==> config.mk <==
export PLATFORM = sky130hd
export DESIGN_NAME = rxq_flow
export DESIGN_NICKNAME = d
export VERILOG_FILES = /design/src/hdl/rxq_pkg.sv /design/src/hdl/rxq_flow.sv
export SDC_FILE = /design/constraint.sdc
export NUM_CORES = 1
export LEC_CHECK = 0
export BUFFER_PORTS_ARGS = -buffer_cell sky130_fd_sc_hd__buf_2
export CORE_MARGIN = 3
export CORE_UTILIZATION = 40
export CTS_BUF_LIST = sky130_fd_sc_hd__clkbuf_8
export DETAILED_ROUTE_END_ITERATION = 8
export GPL_ROUTABILITY_DRIVEN = 1
export GPL_TIMING_DRIVEN = 0
export PLACE_DENSITY = 0.73
export SETUP_SLACK_MARGIN = 0.3
export SYNTH_ARGS = -nofsm -noshare
export SYNTH_HDL_FRONTEND = slang
export SYNTH_SLANG_ARGS = --single-unit
==> constraint.sdc <==
create_clock -name clk -period 3.1 [get_ports clk]
set_clock_uncertainty 0.2 [all_clocks]
set_input_delay 0.155 -clock clk [delete_from_list [all_inputs] [get_ports clk]]
set_output_delay 0.155 -clock clk [all_outputs]
set_load 0.02 [all_outputs]
==> src/hdl/rxq_pkg.sv <==
// Shared types and constants for the receive queue with flow control.
// Used by rxq_mem, rxq_flow and uart_receive_queue_flow_control_top.
package rxq_pkg;

	localparam int QUEUE_DEPTH_DEF = 1024;
	localparam int MAX_STOPS_DEF   = 5;
	localparam int MAX_OUT         = 64;
	localparam int MARK_W          = 11;
	localparam int CFG_DATA_W      = 11;
	localparam int CFG_INDEX_W     = 3;
	localparam logic [MARK_W-1:0] LOW_MARK_RESET = 11'd256;

	// register indexes on the write port
	localparam logic [CFG_INDEX_W-1:0] REG_HARDWARE_FLOW  = 3'd0;
	localparam logic [CFG_INDEX_W-1:0] REG_SOFTWARE_FLOW  = 3'd1;
	localparam logic [CFG_INDEX_W-1:0] REG_RECEIVE_ENABLE = 3'd2;
	localparam logic [CFG_INDEX_W-1:0] REG_REPORT_ERRORS  = 3'd3;
	localparam logic [CFG_INDEX_W-1:0] REG_LOW_SPACE_MARK = 3'd4;

	localparam logic CMD_PUSH  = 1'b0;
	localparam logic CMD_DRAIN = 1'b1;

	localparam logic [1:0] STATUS_NORMAL  = 2'd0;
	localparam logic [1:0] STATUS_BREAK   = 2'd1;
	localparam logic [1:0] STATUS_PARITY  = 2'd2;
	localparam logic [1:0] STATUS_FRAMING = 2'd3;

	typedef enum logic [2:0] {
		ACT_NONE    = 3'd0,
		ACT_DISABLE = 3'd1,
		ACT_ENABLE  = 3'd2,
		ACT_STOP    = 3'd3,
		ACT_START   = 3'd4
	} flow_act_t;

	typedef struct packed {
		logic [2:0] errors;
		logic [7:0] data;
	} entry_t;

	typedef struct packed {
		logic              hardware_flow;
		logic              software_flow;
		logic [MARK_W-1:0] low_space_mark;
	} flow_cfg_t;

endpackage

==> src/hdl/rxq_flow.sv <==
// Watermark flow control: compares free space with the low and half marks
// and holds receiver_off and the stop count. Depends on rxq_pkg.
module rxq_flow
	import rxq_pkg::*;
#(
	parameter int QUEUE_DEPTH = QUEUE_DEPTH_DEF,
	parameter int MAX_STOPS   = MAX_STOPS_DEF,
	parameter int PTR_W       = $clog2(QUEUE_DEPTH)
) (
	input  logic             clk,
	input  logic             arst_n,
	input  flow_cfg_t        cfg,
	input  logic [PTR_W-1:0] space,
	input  logic             apply,
	output flow_act_t        act
);

	localparam int CMP_W = (PTR_W > MARK_W) ? PTR_W : MARK_W;
	localparam logic [PTR_W-1:0] HALF = PTR_W'(QUEUE_DEPTH / 2);
	localparam logic [2:0] STOP_CAP = 3'(MAX_STOPS);

	logic       receiver_off_q;
	logic [2:0] stops_sent_q;
	logic       off_mid, off_nxt;
	logic [2:0] stops_mid, stops_nxt;
	logic       below_low, above_half;

	assign below_low  = CMP_W'(space) < CMP_W'(cfg.low_space_mark);
	assign above_half = space > HALF;

	always_comb begin
		off_mid   = receiver_off_q;
		stops_mid = stops_sent_q;
		act       = ACT_NONE;
		// assert step first, then release step sees its outcome
		if (below_low) begin
			if (cfg.hardware_flow) begin
				if (!receiver_off_q) begin
					off_mid = 1'b1;
					act     = ACT_DISABLE;
				end
			end else if (cfg.software_flow) begin
				if (stops_sent_q <= STOP_CAP && stops_sent_q != 3'd7) begin
					stops_mid = stops_sent_q + 3'd1;
					act       = ACT_STOP;
				end
			end
		end
		off_nxt   = off_mid;
		stops_nxt = stops_mid;
		if (above_half) begin
			if (cfg.hardware_flow) begin
				if (off_mid) begin
					off_nxt = 1'b0;
					act     = ACT_ENABLE;
				end
			end else if (cfg.software_flow && stops_mid != 3'd0) begin
				stops_nxt = 3'd0;
				act       = ACT_START;
			end
		end
	end

	always_ff @(posedge clk or negedge arst_n) begin
		if (!arst_n) begin
			receiver_off_q <= 1'b0;
			stops_sent_q   <= 3'd0;
		end else if (apply) begin
			receiver_off_q <= off_nxt;
			stops_sent_q   <= stops_nxt;
		end
	end

endmodule

### Yosys cells after proc, flatten, opt, wreduce, memory -nomap -nowiden

Index checks and enable logic that the tools add are counted.

* input bits: 26
* output and inout bits: 3
* register bits after elaboration: 4

* reduce and logical (&&, ||, !) cells: 3
* muxes and demuxes: 20
* add/subtract/negate cells: 1
* order comparisons: 3
* equal/unequal tests: 1

Operator list (number)
* $mux W3: 13
* $lt A10 B11 Y1: 1
* $gt A10 B10 Y1 const B: 1
* $mux W1: 5
* $mux W2: 2
* $add A3 B1 Y3 const B: 1
* $le A3 B3 Y1 const B: 1
* $ne A3 B3 Y1 const B: 1
* $reduce_bool A3 Y1: 1
* $logic_and A1 B1 Y1: 2

### Logic depth before layout (Yosys ltp)

Gate-level depths: netlist of the first run.

* word-level depth: 11
* mapped depth: 9
* gate-level depth less buffers: 8

### Least setup slack after synthesis of the first run

Ideal clock, no wire load.

* kind: register to output
* start point: register stops_sent_q[0]
* end point: output port act[2]
* path buffers: 1
* path slack: 497 ps
* data required time: 2745 ps
* arrival time: 2248 ps
* stages on the path, launching flop included: 8
* path through: dfrtp_1 -> ha_1 -> ha_1 -> nor3b_4 -> o31ai_1 -> or3_1 -> buf_6 -> a311oi_1

* word-level cells in the longest chain between the ends: 11

Ends and longest elaborated chain
* start: declaration: line rxq_flow.sv:23 `logic [2:0] stops_sent_q;`
* start signal: assignment: line rxq_flow.sv:70 `stops_sent_q <= stops_nxt;`
* $le A3 B3 Y1 / $ne A3 B3 Y1 (equally long branches): line rxq_flow.sv:43 `if (stops_sent_q <= STOP_CAP && stops_sent_q != 3'd7) begin`
* $logic_and A1 B1 Y1: line rxq_flow.sv:43
* $mux W3: line rxq_flow.sv:43
* $mux W3: line rxq_flow.sv:42 `end else if (cfg.software_flow) begin`
* $mux W3: line rxq_flow.sv:37 `if (cfg.hardware_flow) begin`
* $mux W3 (*): line rxq_flow.sv:36 `if (below_low) begin`
* $reduce_bool A3 Y1 (*): line rxq_flow.sv:57 `end else if (cfg.software_flow && stops_mid != 3'd0) begin`
* $logic_and A1 B1 Y1 (*): line rxq_flow.sv:57
* $mux W3 (*): line rxq_flow.sv:57
* $mux W3 (*): line rxq_flow.sv:52 `if (cfg.hardware_flow) begin`
* $mux W3 (*): line rxq_flow.sv:51 `if (above_half) begin`
* end: declaration: line rxq_flow.sv:15 `output flow_act_t act`

Every way passes the cells marked *; elsewhere a longest branch is shown, timed or not.

### Worst setup path after layout of the first run

Ends and elaborated chain as after synthesis.

==> results of run 1 <==
[what timing repair did]
action                                  CTS  global route
endpoints found under the hold margin     5             0
buffers inserted                          0             2
gates resized for setup                   0             5
endpoints found under the setup margin    0             2
hold buffers                              2             0
[sequential cells by signal, summed over array words and instances, names as in the netlist]
register and cells:
stops_sent_q 3, receiver_off_q 1
[cell families after synthesis]
| group | count (synthesis) | synth area share |
|---|---|---|
| flip-flops | 4 | 0.167 |
| AO/OA/AOI/OAI | 22 | 0.251 |
| buffers and inverters | 14 | 0.100 |
| adder cells (fa/ha/maj) | 12 | 0.251 |
| AND/OR/NAND/NOR | 22 | 0.232 |
[area by class of cell]
| cell class | count | area, um2 |
|---|---|---|
| fillers | 121 | 490 |
| multi-input cells | 56 | 462 |
| repair buffers | 32 | 178 |
| flip-flops and latches | 4 | 100 |
| inverters | 13 | 48.8 |
| clock buffers | 3 | 41.3 |
| well taps | 15 | 18.8 |
| plain buffers | 1 | 11.3 |
[through the flow]
stage          instances  power, mW
2_1_floorplan         74      0.217
3_3_place_gp         117      0.269
3_5_place_dp         117      0.275
4_1_cts              122      0.385
5_1_grt              124      0.457
6_report             124      0.422
[layer usage]
| metal | up-vias | part of all wire |
|---|---|---|
| met5 | - | 0 |
| li1 | 346 | - |
| met3 | 0 | 0.078 |
| met2 | 34 | 0.49 |
| met1 | 290 | 0.44 |
| met4 | 0 | 0 |
[cells in the final DEF, fill, tap and decap left out, types with 2 or more instances in the layout]
master / instances
nand3b_1: 3
nand3_1: 3
o22ai_1: 3
buf_2: 27
o21ai_0: 2
dfrtp_1: 4
clkbuf_8: 3
ha_1: 11
dlygate4sd3_1: 2
a31oi_1: 3
buf_4: 3
a21oi_1: 5
nor2_1: 5
a21o_1: 3
inv_1: 13
[how the worst min path moves through the flow]
stage | slack (ns) | cells past startpoint | start | to
global placement | -0.24 | 1 | arst_n | stops_sent_q[0]$_DFFE_PN0P_
floorplan | -0.34 | 0 | arst_n | receiver_off_q$_DFFE_PN0P_
CTS | 0.08 | 2 | arst_n | stops_sent_q[2]$_DFFE_PN0P_
finish | 0.10 | 2 | arst_n | stops_sent_q[2]$_DFFE_PN0P_
global route | 0.10 | 2 | arst_n | stops_sent_q[2]$_DFFE_PN0P_
detailed placement | -0.24 | 1 | arst_n | stops_sent_q[1]$_DFFE_PN0P_
[power by group]
part / total [mW] / leakage [nW] / internal [mW] / switching [mW]
registers: 0.0927 / 0.0505 / 0.0729 / 0.0198
clock network: 0.106 / 0.0216 / 0.0825 / 0.0232
logic: 0.223 / 0.399 / 0.102 / 0.121
==> impl_metrics.env, run 1 <==
export IMPL_r2r_start="stops_sent_q[0]$_DFFE_PN0P_"
export IMPL_fin_crit_ns=2.70
export IMPL_ys_ff_latch=4
export IMPL_gp_congestion=0.762
export IMPL_cp_top_family="simple AND/OR/NAND/NOR gates"
export IMPL_crit_path_top_delay_cell="dfrtp_1"
export IMPL_io_buffers=28
export IMPL_syn_avg_cell_area_um2=8.10
export IMPL_via_per_inst=5.40
export IMPL_grt_pass1_wl_mm=2.50
export IMPL_synth_most_common_cell="inv_1"
export IMPL_netlist_top_cells_count="13 x inv_1, 12 x ha_1, 5 x a21oi_1, 5 x nor2_1, 4 x dfrtp_1"
export IMPL_path_max_fanout=7
export IMPL_place_area_um2=758
export IMPL_setup_viol=0
export IMPL_met1_usage=0.220
export IMPL_nNetsFinal=149
export IMPL_ios=29
export IMPL_wl_per_cell_um=12.5
export IMPL_final_setup_tns_ns=0
export IMPL_reg2reg_depth=8
export IMPL_power_density_nw_per_um2=491
export IMPL_drc=0
export IMPL_p_leak_nw=0.471
export IMPL_syn_area_um2=599
export IMPL_core_area_um2=1350
export IMPL_worst_pin_slew_ns=0.343
export IMPL_async_reset_ff_frac=1.00
export IMPL_path_clk_slew_ns=0.03
export IMPL_antenna_found_initial=0
export IMPL_use_met3=0.0120
export IMPL_cts_tree="built"
export IMPL_clock_fmax_mhz=371
export IMPL_path_class="flip-flop to primary output"
export IMPL_htreeDepth=1
export IMPL_crit_required_ns=2.74
export IMPL_area_growth_pct=43.4
export IMPL_vias=670
export IMPL_fp_dieH_um=44.7
export IMPL_cts_sinks=4
export IMPL_clock_path_buffers=2
export IMPL_dp_hpwl_mm=1.23
export IMPL_slew_violations=0
export IMPL_synth_nets=112
export IMPL_crit_chain="ha_1 > ha_2 > nor3b_4 > o31ai_4 > or3_1 > buf_6 > a311oi_2 > buf_4"
export IMPL_grt_pass1_vias=651
export IMPL_ant_nets=0
export IMPL_max_cap_violations=0
export IMPL_yosysTopAreaCell="ha_1"
export IMPL_peakVddDrop_mv=0.425
export IMPL_cp_end_kind="primary output"
export IMPL_cp_startpoint="stops_sent_q[0]$_DFFE_PN0P_"
export IMPL_worstSetupEndpoint="act[2]"
export IMPL_start_util=0.444
export IMPL_grt_start_max_net_pins=8
export IMPL_grt_busiest_layer="met2"
export IMPL_yosys_top_cells_area="ha_1 25%, dfrtp_1 17%, inv_1 8.1%"
export IMPL_syn_inst=74
export IMPL_final_cell_area_um2=860
export IMPL_core_rowCount=13
export IMPL_synth_warning_count=0
export IMPL_pre_cts_ws_ns=0.590
export IMPL_grt_usage=0.164
export IMPL_rsz0062_at_grt="no"
export IMPL_worst_slack_ns=0.404
export IMPL_final_core_utilization=0.637
export IMPL_cp_arrival_ns=2.34
export IMPL_cts_buffers=3
export IMPL_crit_buf_inv=2
export IMPL_ys_types=29
export IMPL_use_met2=0.275
export IMPL_drt_iter0_markers=19
export IMPL_first_pass_iters=4
export IMPL_r2r_slack_ns=0.79
export IMPL_synth_flop_cell="dfrtp_1"
export IMPL_overflow=0
export IMPL_clock_latency_ns=0.21
export IMPL_slowest_delay_ns=0.40
export IMPL_period_share=0.870
export IMPL_hold_viol=0
export IMPL_drive_gt1_frac=0.367
export IMPL_postRouteWirelength_mm=1.55
export IMPL_status="finished clean"
export IMPL_n_antenna_cell=0
export IMPL_cts_root_buf="clkbuf_8"
export IMPL_fp_dieArea_um2=2000
export IMPL_hold_slack_ns=0.103
export IMPL_crit_path_start_kind="flip-flop"
export IMPL_r2r_end="stops_sent_q[1]$_DFFE_PN0P_"
export IMPL_seq_area_frac_synth=0.167
export IMPL_relSlewSlack=0.771
export IMPL_crit_cells=8
export IMPL_yosysTopAreaCellShare=0.251
export IMPL_hp_class="input port to asynchronous set/reset pin"
export IMPL_synth_edff_count=0
export IMPL_die_x_um=44.7
Power figures use the tool's default switching activity.
==> run 2: changes to the inputs <==
--- a/config.mk
+++ b/config.mk
@@ -5,14 +5,16 @@
 export SDC_FILE = /design/constraint.sdc
 export NUM_CORES = 1
 export LEC_CHECK = 0
+export ABC_AREA = 1
 export BUFFER_PORTS_ARGS = -buffer_cell sky130_fd_sc_hd__buf_2
+export CORE_ASPECT_RATIO = 0.8
 export CORE_MARGIN = 3
 export CORE_UTILIZATION = 40
 export CTS_BUF_LIST = sky130_fd_sc_hd__clkbuf_8
 export DETAILED_ROUTE_END_ITERATION = 8
 export GPL_ROUTABILITY_DRIVEN = 1
 export GPL_TIMING_DRIVEN = 0
-export PLACE_DENSITY = 0.73
+export PLACE_DENSITY = 0.7
 export SETUP_SLACK_MARGIN = 0.3
 export SYNTH_ARGS = -nofsm -noshare
 export SYNTH_HDL_FRONTEND = slang
==> impl_metrics.env, run 2 <==
export IMPL_status="finished clean"
export IMPL_ios=29
export IMPL_seq_area_frac_synth=0.135
export IMPL_grt_usage=0.167
export IMPL_grt_start_max_net_pins=7
export IMPL_grt_pass1_vias=690
export IMPL_rsz0062_at_grt="no"
export IMPL_peakVddDrop_mv=0.203
export IMPL_core_rowCount=13
export IMPL_synth_warning_count=0
export IMPL_path_max_fanout=5
export IMPL_cp_end_kind="primary output"
export IMPL_io_buffers=28
export IMPL_hp_class="input port to flip-flop"
export IMPL_async_reset_ff_frac=1.00
export IMPL_top_regs="stops_sent_q (3), receiver_off_q (1)"
export IMPL_regMostFlops="stops_sent_q"
export IMPL_max_cap_violations=0
export IMPL_crit_path_start_kind="flip-flop"
export IMPL_multi_input_area_um2=519
export IMPL_cp_arrival_ns=2.20
export IMPL_nNetsFinal=189
export IMPL_final_setup_tns_ns=0
export IMPL_dp_hpwl_mm=1.52
export IMPL_drc=0
export IMPL_final_cell_mix="30 x nand2_1, 28 x inv_1, 28 x buf_2"
export IMPL_yosys_top_cells_area="ha_1 20%, nand2_1 15%, inv_1 14%"
export IMPL_area_growth_pct=30.9
export IMPL_setup_viol=0
export IMPL_cts_sinks=4
export IMPL_ys_ff_latch=4
export IMPL_overflow=0
export IMPL_ys_types=22
export IMPL_final_core_utilization=0.574
export IMPL_p_leak_nw=0.611
export IMPL_synth_flop_cell="dfrtp_1"
export IMPL_path_clk_slew_ns=0.03
export IMPL_synth_nets=154
export IMPL_syn_avg_cell_area_um2=6.40
export IMPL_grt_pass1_wl_mm=2.87
export IMPL_seqCellArea_um2=100
export IMPL_yosysTopAreaCell="ha_1"
export IMPL_drive_gt1_frac=0.315
export IMPL_synth_edff_count=0
export IMPL_slew_violations=0
export IMPL_htreeDepth=1
export IMPL_wl_per_cell_um=10.1
export IMPL_syn_area_um2=742
export IMPL_final_common_cell="nand2_1"
export IMPL_die_x_um=54.2
export IMPL_drt_iter0_markers=10
export IMPL_fillCellCount=177
export IMPL_core_area_um2=1690
export IMPL_postRouteWirelength_mm=1.72
export IMPL_clock_fmax_mhz=391
export IMPL_relSlewSlack=0.775
export IMPL_netlist_top_cells_count="30 x nand2_1, 28 x inv_1, 12 x ha_1"
export IMPL_ant_nets=0
export IMPL_path_class="flip-flop to primary output"
export IMPL_syn_inst=116
export IMPL_via_per_inst=4.75
export IMPL_cts_buffers=3
export IMPL_synth_most_common_cell="nand2_1"
export IMPL_power_mw=0.377
export IMPL_hold_viol=0
export IMPL_start_util=0.439
export IMPL_period_share=0.824
export IMPL_worst_pin_slew_ns=0.335
export IMPL_vias=812
export IMPL_largest_reg_flops=3
export IMPL_yosysTopAreaCellShare=0.202
export IMPL_clock_latency_ns=0.23
export IMPL_cts_tree="built"
export IMPL_first_pass_iters=6
export IMPL_cts_root_buf="clkbuf_8"
export IMPL_power_density_nw_per_um2=388
export IMPL_fp_dieArea_um2=2410
export IMPL_n_antenna_cell=0
export IMPL_gp_congestion=0.790
export IMPL_clock_path_buffers=2
export IMPL_crit_required_ns=2.74
export IMPL_fin_crit_ns=2.55
export IMPL_fp_dieH_um=44.5
export IMPL_antenna_found_initial=0
==> run 2: cell types whose count changed after synthesis, moves of 3 or more <==
cell and delta:
nand3b_1 -3, nand2_2 +7, inv_1 +15, a21o_1 -3
nor2_1 +3, nand2_1 +29
==> run 2: critical path, cell delays in order (launching register included) <==
cell	delay (ns)
dfrtp_1	0.43
ha_1	0.23
ha_1	0.20
nor2_1	0.09
nand2_1	0.10
a21oi_4	0.19
nand4_4	0.14
nand2_1	0.08
nand2_1	0.06
clkinv_2	0.07
nand3_4	0.07
nand2_1	0.07
nand2_1	0.04
nand2_1	0.05
buf_2	0.15
==> run 2: cells by family after synthesis <==
group           after synthesis  share of synthesized area
fa+ha+maj                    12                      0.202
flops                         4                      0.135
compound gates               11                      0.111
buf+inv                      32                      0.165
simple gates                 57                      0.386
==> run 2: cell type report <==
class | count | share of cell area
flip-flops and latches | 4 | 0.103
clock buffers | 3 | 0.0425
well taps | 22 | 0.0284
repair buffers | 30 | 0.165
inverters | 32 | 0.126
multi-input cells | 80 | 0.535
==> run 2: power by group <==
part / internal [mW] / switching [mW] / total [mW]
sequential: 0.0651 / 0.0124 / 0.0775
combinational: 0.0726 / 0.112 / 0.184
clock: 0.0832 / 0.0320 / 0.115
==> run 2: path summary, 6_finish.rpt <==
check                      depth (start not counted)                   startpoint  slack, ns                          end
min                                                3                      cfg[12]       0.06   receiver_off_q$_DFFE_PN0P_
min reg2reg                                        2   receiver_off_q$_DFFE_PN0P_       0.35   receiver_off_q$_DFFE_PN0P_
max reg2reg                                       12  stops_sent_q[0]$_DFFE_PN0P_       0.97  stops_sent_q[0]$_DFFE_PN0P_
min in group asynchronous                          2                       arst_n       0.07  stops_sent_q[1]$_DFFE_PN0P_
max                                               14  stops_sent_q[0]$_DFFE_PN0P_       0.55                       act[1]
max in group asynchronous                          2                       arst_n       2.50   receiver_off_q$_DFFE_PN0P_
==> run 2: metrics by stage <==
stage | hold slack, ns | std cells | instance area, um2 | setup WS, ns
floorplan | -0.341 | 116 | 742 | 0.938
detailed placement | -0.229 | 166 | 910 | 0.802
global route | 0.0893 | 171 | 971 | 0.366
finish | 0.0632 | 171 | 971 | 0.545
CTS | 0.0639 | 171 | 971 | 0.547
global placement | -0.237 | 166 | 910 | 0.837
==> run 2: layer usage <==
| layer | up-vias | global-route usage | wire length (um) |
|---|---|---|---|
| li1 | 432 | - | - |
| met1 | 351 | 0.228 | 799 |
| met2 | 25 | 0.241 | 793 |
| met3 | 4 | 0.0404 | 85 |
| met4 | 0 | 0.0896 | 43 |
| met5 | - | 0 | 0 |
==> run 2: repair_timing <==
item / in CTS / in global routing
endpoints found under the hold margin: 5 / 0
resized for setup: 0 / 0
endpoints found under the setup margin: 0 / 0
buffers inserted: 0 / 0
hold buffers: 2 / 0
==> run 3: changes to the inputs <==
--- a/config.mk
+++ b/config.mk
@@ -5,16 +5,15 @@
 export SDC_FILE = /design/constraint.sdc
 export NUM_CORES = 1
 export LEC_CHECK = 0
-export ABC_AREA = 1
+export ABC_AREA = 0
 export BUFFER_PORTS_ARGS = -buffer_cell sky130_fd_sc_hd__buf_2
-export CORE_ASPECT_RATIO = 0.8
 export CORE_MARGIN = 3
 export CORE_UTILIZATION = 40
 export CTS_BUF_LIST = sky130_fd_sc_hd__clkbuf_8
 export DETAILED_ROUTE_END_ITERATION = 8
 export GPL_ROUTABILITY_DRIVEN = 1
 export GPL_TIMING_DRIVEN = 0
-export PLACE_DENSITY = 0.7
+export PLACE_DENSITY = 0.76
 export SETUP_SLACK_MARGIN = 0.3
 export SYNTH_ARGS = -nofsm -noshare
 export SYNTH_HDL_FRONTEND = slang
==> constraint.sdc (replaced) <==
create_clock -name clk -period 2.15 [get_ports clk]
set_clock_uncertainty 0.2 [all_clocks]
set_input_delay 0.1075 -clock clk [delete_from_list [all_inputs] [get_ports clk]]
set_output_delay 0.1075 -clock clk [all_outputs]
set_load 0.02 [all_outputs]
==> impl_metrics.env, run 3 (synthesis gave the netlist of run 1 again) <==
export IMPL_status="complete, but fails checks"
export IMPL_violations="negative setup slack"
export IMPL_top_regs="stops_sent_q (3), receiver_off_q (1)"
export IMPL_drt_met1_wl_um=634
export IMPL_top_layer_used="met4"
export IMPL_path_class="flip-flop to primary output"
export IMPL_relSlewSlack=0.719
export IMPL_crit_chain="ha_2 > ha_4 > nor3b_4 > o31ai_4 > or3_1 > buf_6 > a311oi_4 > buf_6"
export IMPL_postRouteWirelength_mm=1.64
export IMPL_n_antenna_cell=0
export IMPL_hold_viol=0
export IMPL_via_per_inst=5.40
export IMPL_place_area_um2=800
export IMPL_cp_arrival_ns=2.20
export IMPL_path_max_fanout=4
export IMPL_drc=0
export IMPL_wl_met2_um=892
export IMPL_hp_class="input port to asynchronous set/reset pin"
export IMPL_start_util=0.444
export IMPL_grt_usage=0.183
export IMPL_cp_end_kind="primary output"
export IMPL_first_pass_iters=4
export IMPL_r2r_start="stops_sent_q[1]$_DFFE_PN0P_"
export IMPL_crit_path_top_delay_cell="dfrtp_1"
export IMPL_cp_startpoint="stops_sent_q[1]$_DFFE_PN0P_"
export IMPL_crit_top_cell="buf_6"
export IMPL_grt_pass1_wl_mm=2.71
export IMPL_clock_latency_ns=0.22
export IMPL_ios=29
export IMPL_cts_tree="built"
export IMPL_antenna_found_initial=0
export IMPL_largest_reg_flops=3
export IMPL_worst_pin_slew_ns=0.420
export IMPL_crit_required_ns=1.84
export IMPL_overflow=0
export IMPL_crit_path_start_kind="flip-flop"
export IMPL_route_met3_wl_um=102
export IMPL_cts_buffers=3
export IMPL_vias=681
export IMPL_final_core_utilization=0.683
export IMPL_max_cap_violations=0
export IMPL_dp_hpwl_mm=1.30
export IMPL_pre_cts_ws_ns=-0.233
export IMPL_fp_dieArea_um2=2000
export IMPL_power_mw=0.664
export IMPL_p_leak_nw=0.484
export IMPL_drive_gt1_frac=0.405
export IMPL_path_clk_slew_ns=0.03
export IMPL_slew_violations=0
export IMPL_clock_fmax_mhz=399
export IMPL_io_buffers=28
export IMPL_cts_sinks=4
export IMPL_worst_slack_ns=-0.353
export IMPL_clock_path_buffers=2
export IMPL_htreeDepth=1
export IMPL_fin_crit_ns=2.50
export IMPL_power_density_nw_per_um2=720
export IMPL_final_cell_area_um2=922
export IMPL_cts_root_buf="clkbuf_8"
export IMPL_final_common_cell="buf_2"
export IMPL_nNetsFinal=151
export IMPL_slowest_delay_ns=0.38
export IMPL_gp_congestion=0.733
export IMPL_period_share=1.16
export IMPL_peakVddDrop_mv=0.532
export IMPL_setup_viol=6
export IMPL_area_growth_pct=53.9
export IMPL_ant_nets=0
export IMPL_final_cell_mix="25 x buf_2, 13 x inv_1, 10 x ha_1"
export IMPL_core_area_um2=1350
export IMPL_wl_per_cell_um=13.0
export IMPL_rsz0062_at_grt="yes"
export IMPL_fp_dieH_um=44.7
export IMPL_drt_iter0_markers=12
export IMPL_grt_pass1_vias=660
export IMPL_regMostFlops="stops_sent_q"
export IMPL_core_rowCount=13
export IMPL_grt_start_max_net_pins=8
export IMPL_die_x_um=44.7
-- run 3: changes by cell type in the layout (fill, tap and decap cells not counted), sizes merged, moves of 2 or more --
cell	before	now
inv	29	13
nand4	4	1
nor2	9	5
nand2	37	1
a31oi	1	3
nand3b	0	3
a21o	0	3
clkinv	3	0
buf	28	33
-- run 3: metal layers --
metal	vias to the layer above	GRT usage
met5	-	0
met4	0	0.0361
met3	2	0.0518
met2	20	0.344
met1	312	0.200
li1	347	-
-- run 3: critical path: cells and delay by family (launching register included) --
family                     cells  cell delay [ns]
and+or+nand+nor                2             0.61
DFF                            1             0.38
adders and majority gates      2             0.36
AOI/OAI and AO/OA              2             0.32
buffers and inverters          2             0.30
-- run 3: area by class of cell --
type / count / area, um2
multi-input combinational: 56 / 497
fill: 130 / 428
timing repair buffer: 34 / 205
sequential: 4 / 100
inverter: 13 / 48.8
clock buffer: 3 / 41.3
tap: 15 / 18.8
buffer: 1 / 11.3
-- run 3: path summary, 6_finish.rpt --
kind | end | slack [ns] | depth (start not counted)
worst max-delay path | act[2] | -0.35 | 8
worst min-delay path | receiver_off_q$_DFFE_PN0P_ | 0.02 | 2
worst max register to register | stops_sent_q[0]$_DFFE_PN0P_ | -0.21 | 9
worst min register to register | receiver_off_q$_DFFE_PN0P_ | 0.37 | 2
max in group asynchronous | stops_sent_q[1]$_DFFE_PN0P_ | 1.61 | 2
min in group clk | receiver_off_q$_DFFE_PN0P_ | 0.07 | 3
-- run 3: power breakdown --
part	total [mW]	switching, mW	internal (mW)
Sequential	0.132	0.0274	0.105
Clock	0.160	0.0406	0.119
Combinational	0.371	0.197	0.174
Total	0.664	0.265	0.399
-- run 3: timing repair --
| action | in CTS | in global routing |
|---|---|---|
| endpoints found under the setup margin | 6 | 6 |
| hold endpoints to repair | 5 | 0 |
| setup buffers | 2 | 2 |
| hold buffers | 2 | 0 |
| pin swaps | 1 | 1 |
| gates resized for setup | 6 | 2 |
-- run 3: through the flow --
stage                     TNS (ns)  hold WS (ns)  cells
after floorplan            -0.0347        -0.388     74
after global routing         -1.91        0.0383    126
after detailed placement    -0.654        -0.284    117
after global placement      -0.471        -0.289    117
after CTS                   -0.770        0.0234    124
final                        -1.31        0.0200    126
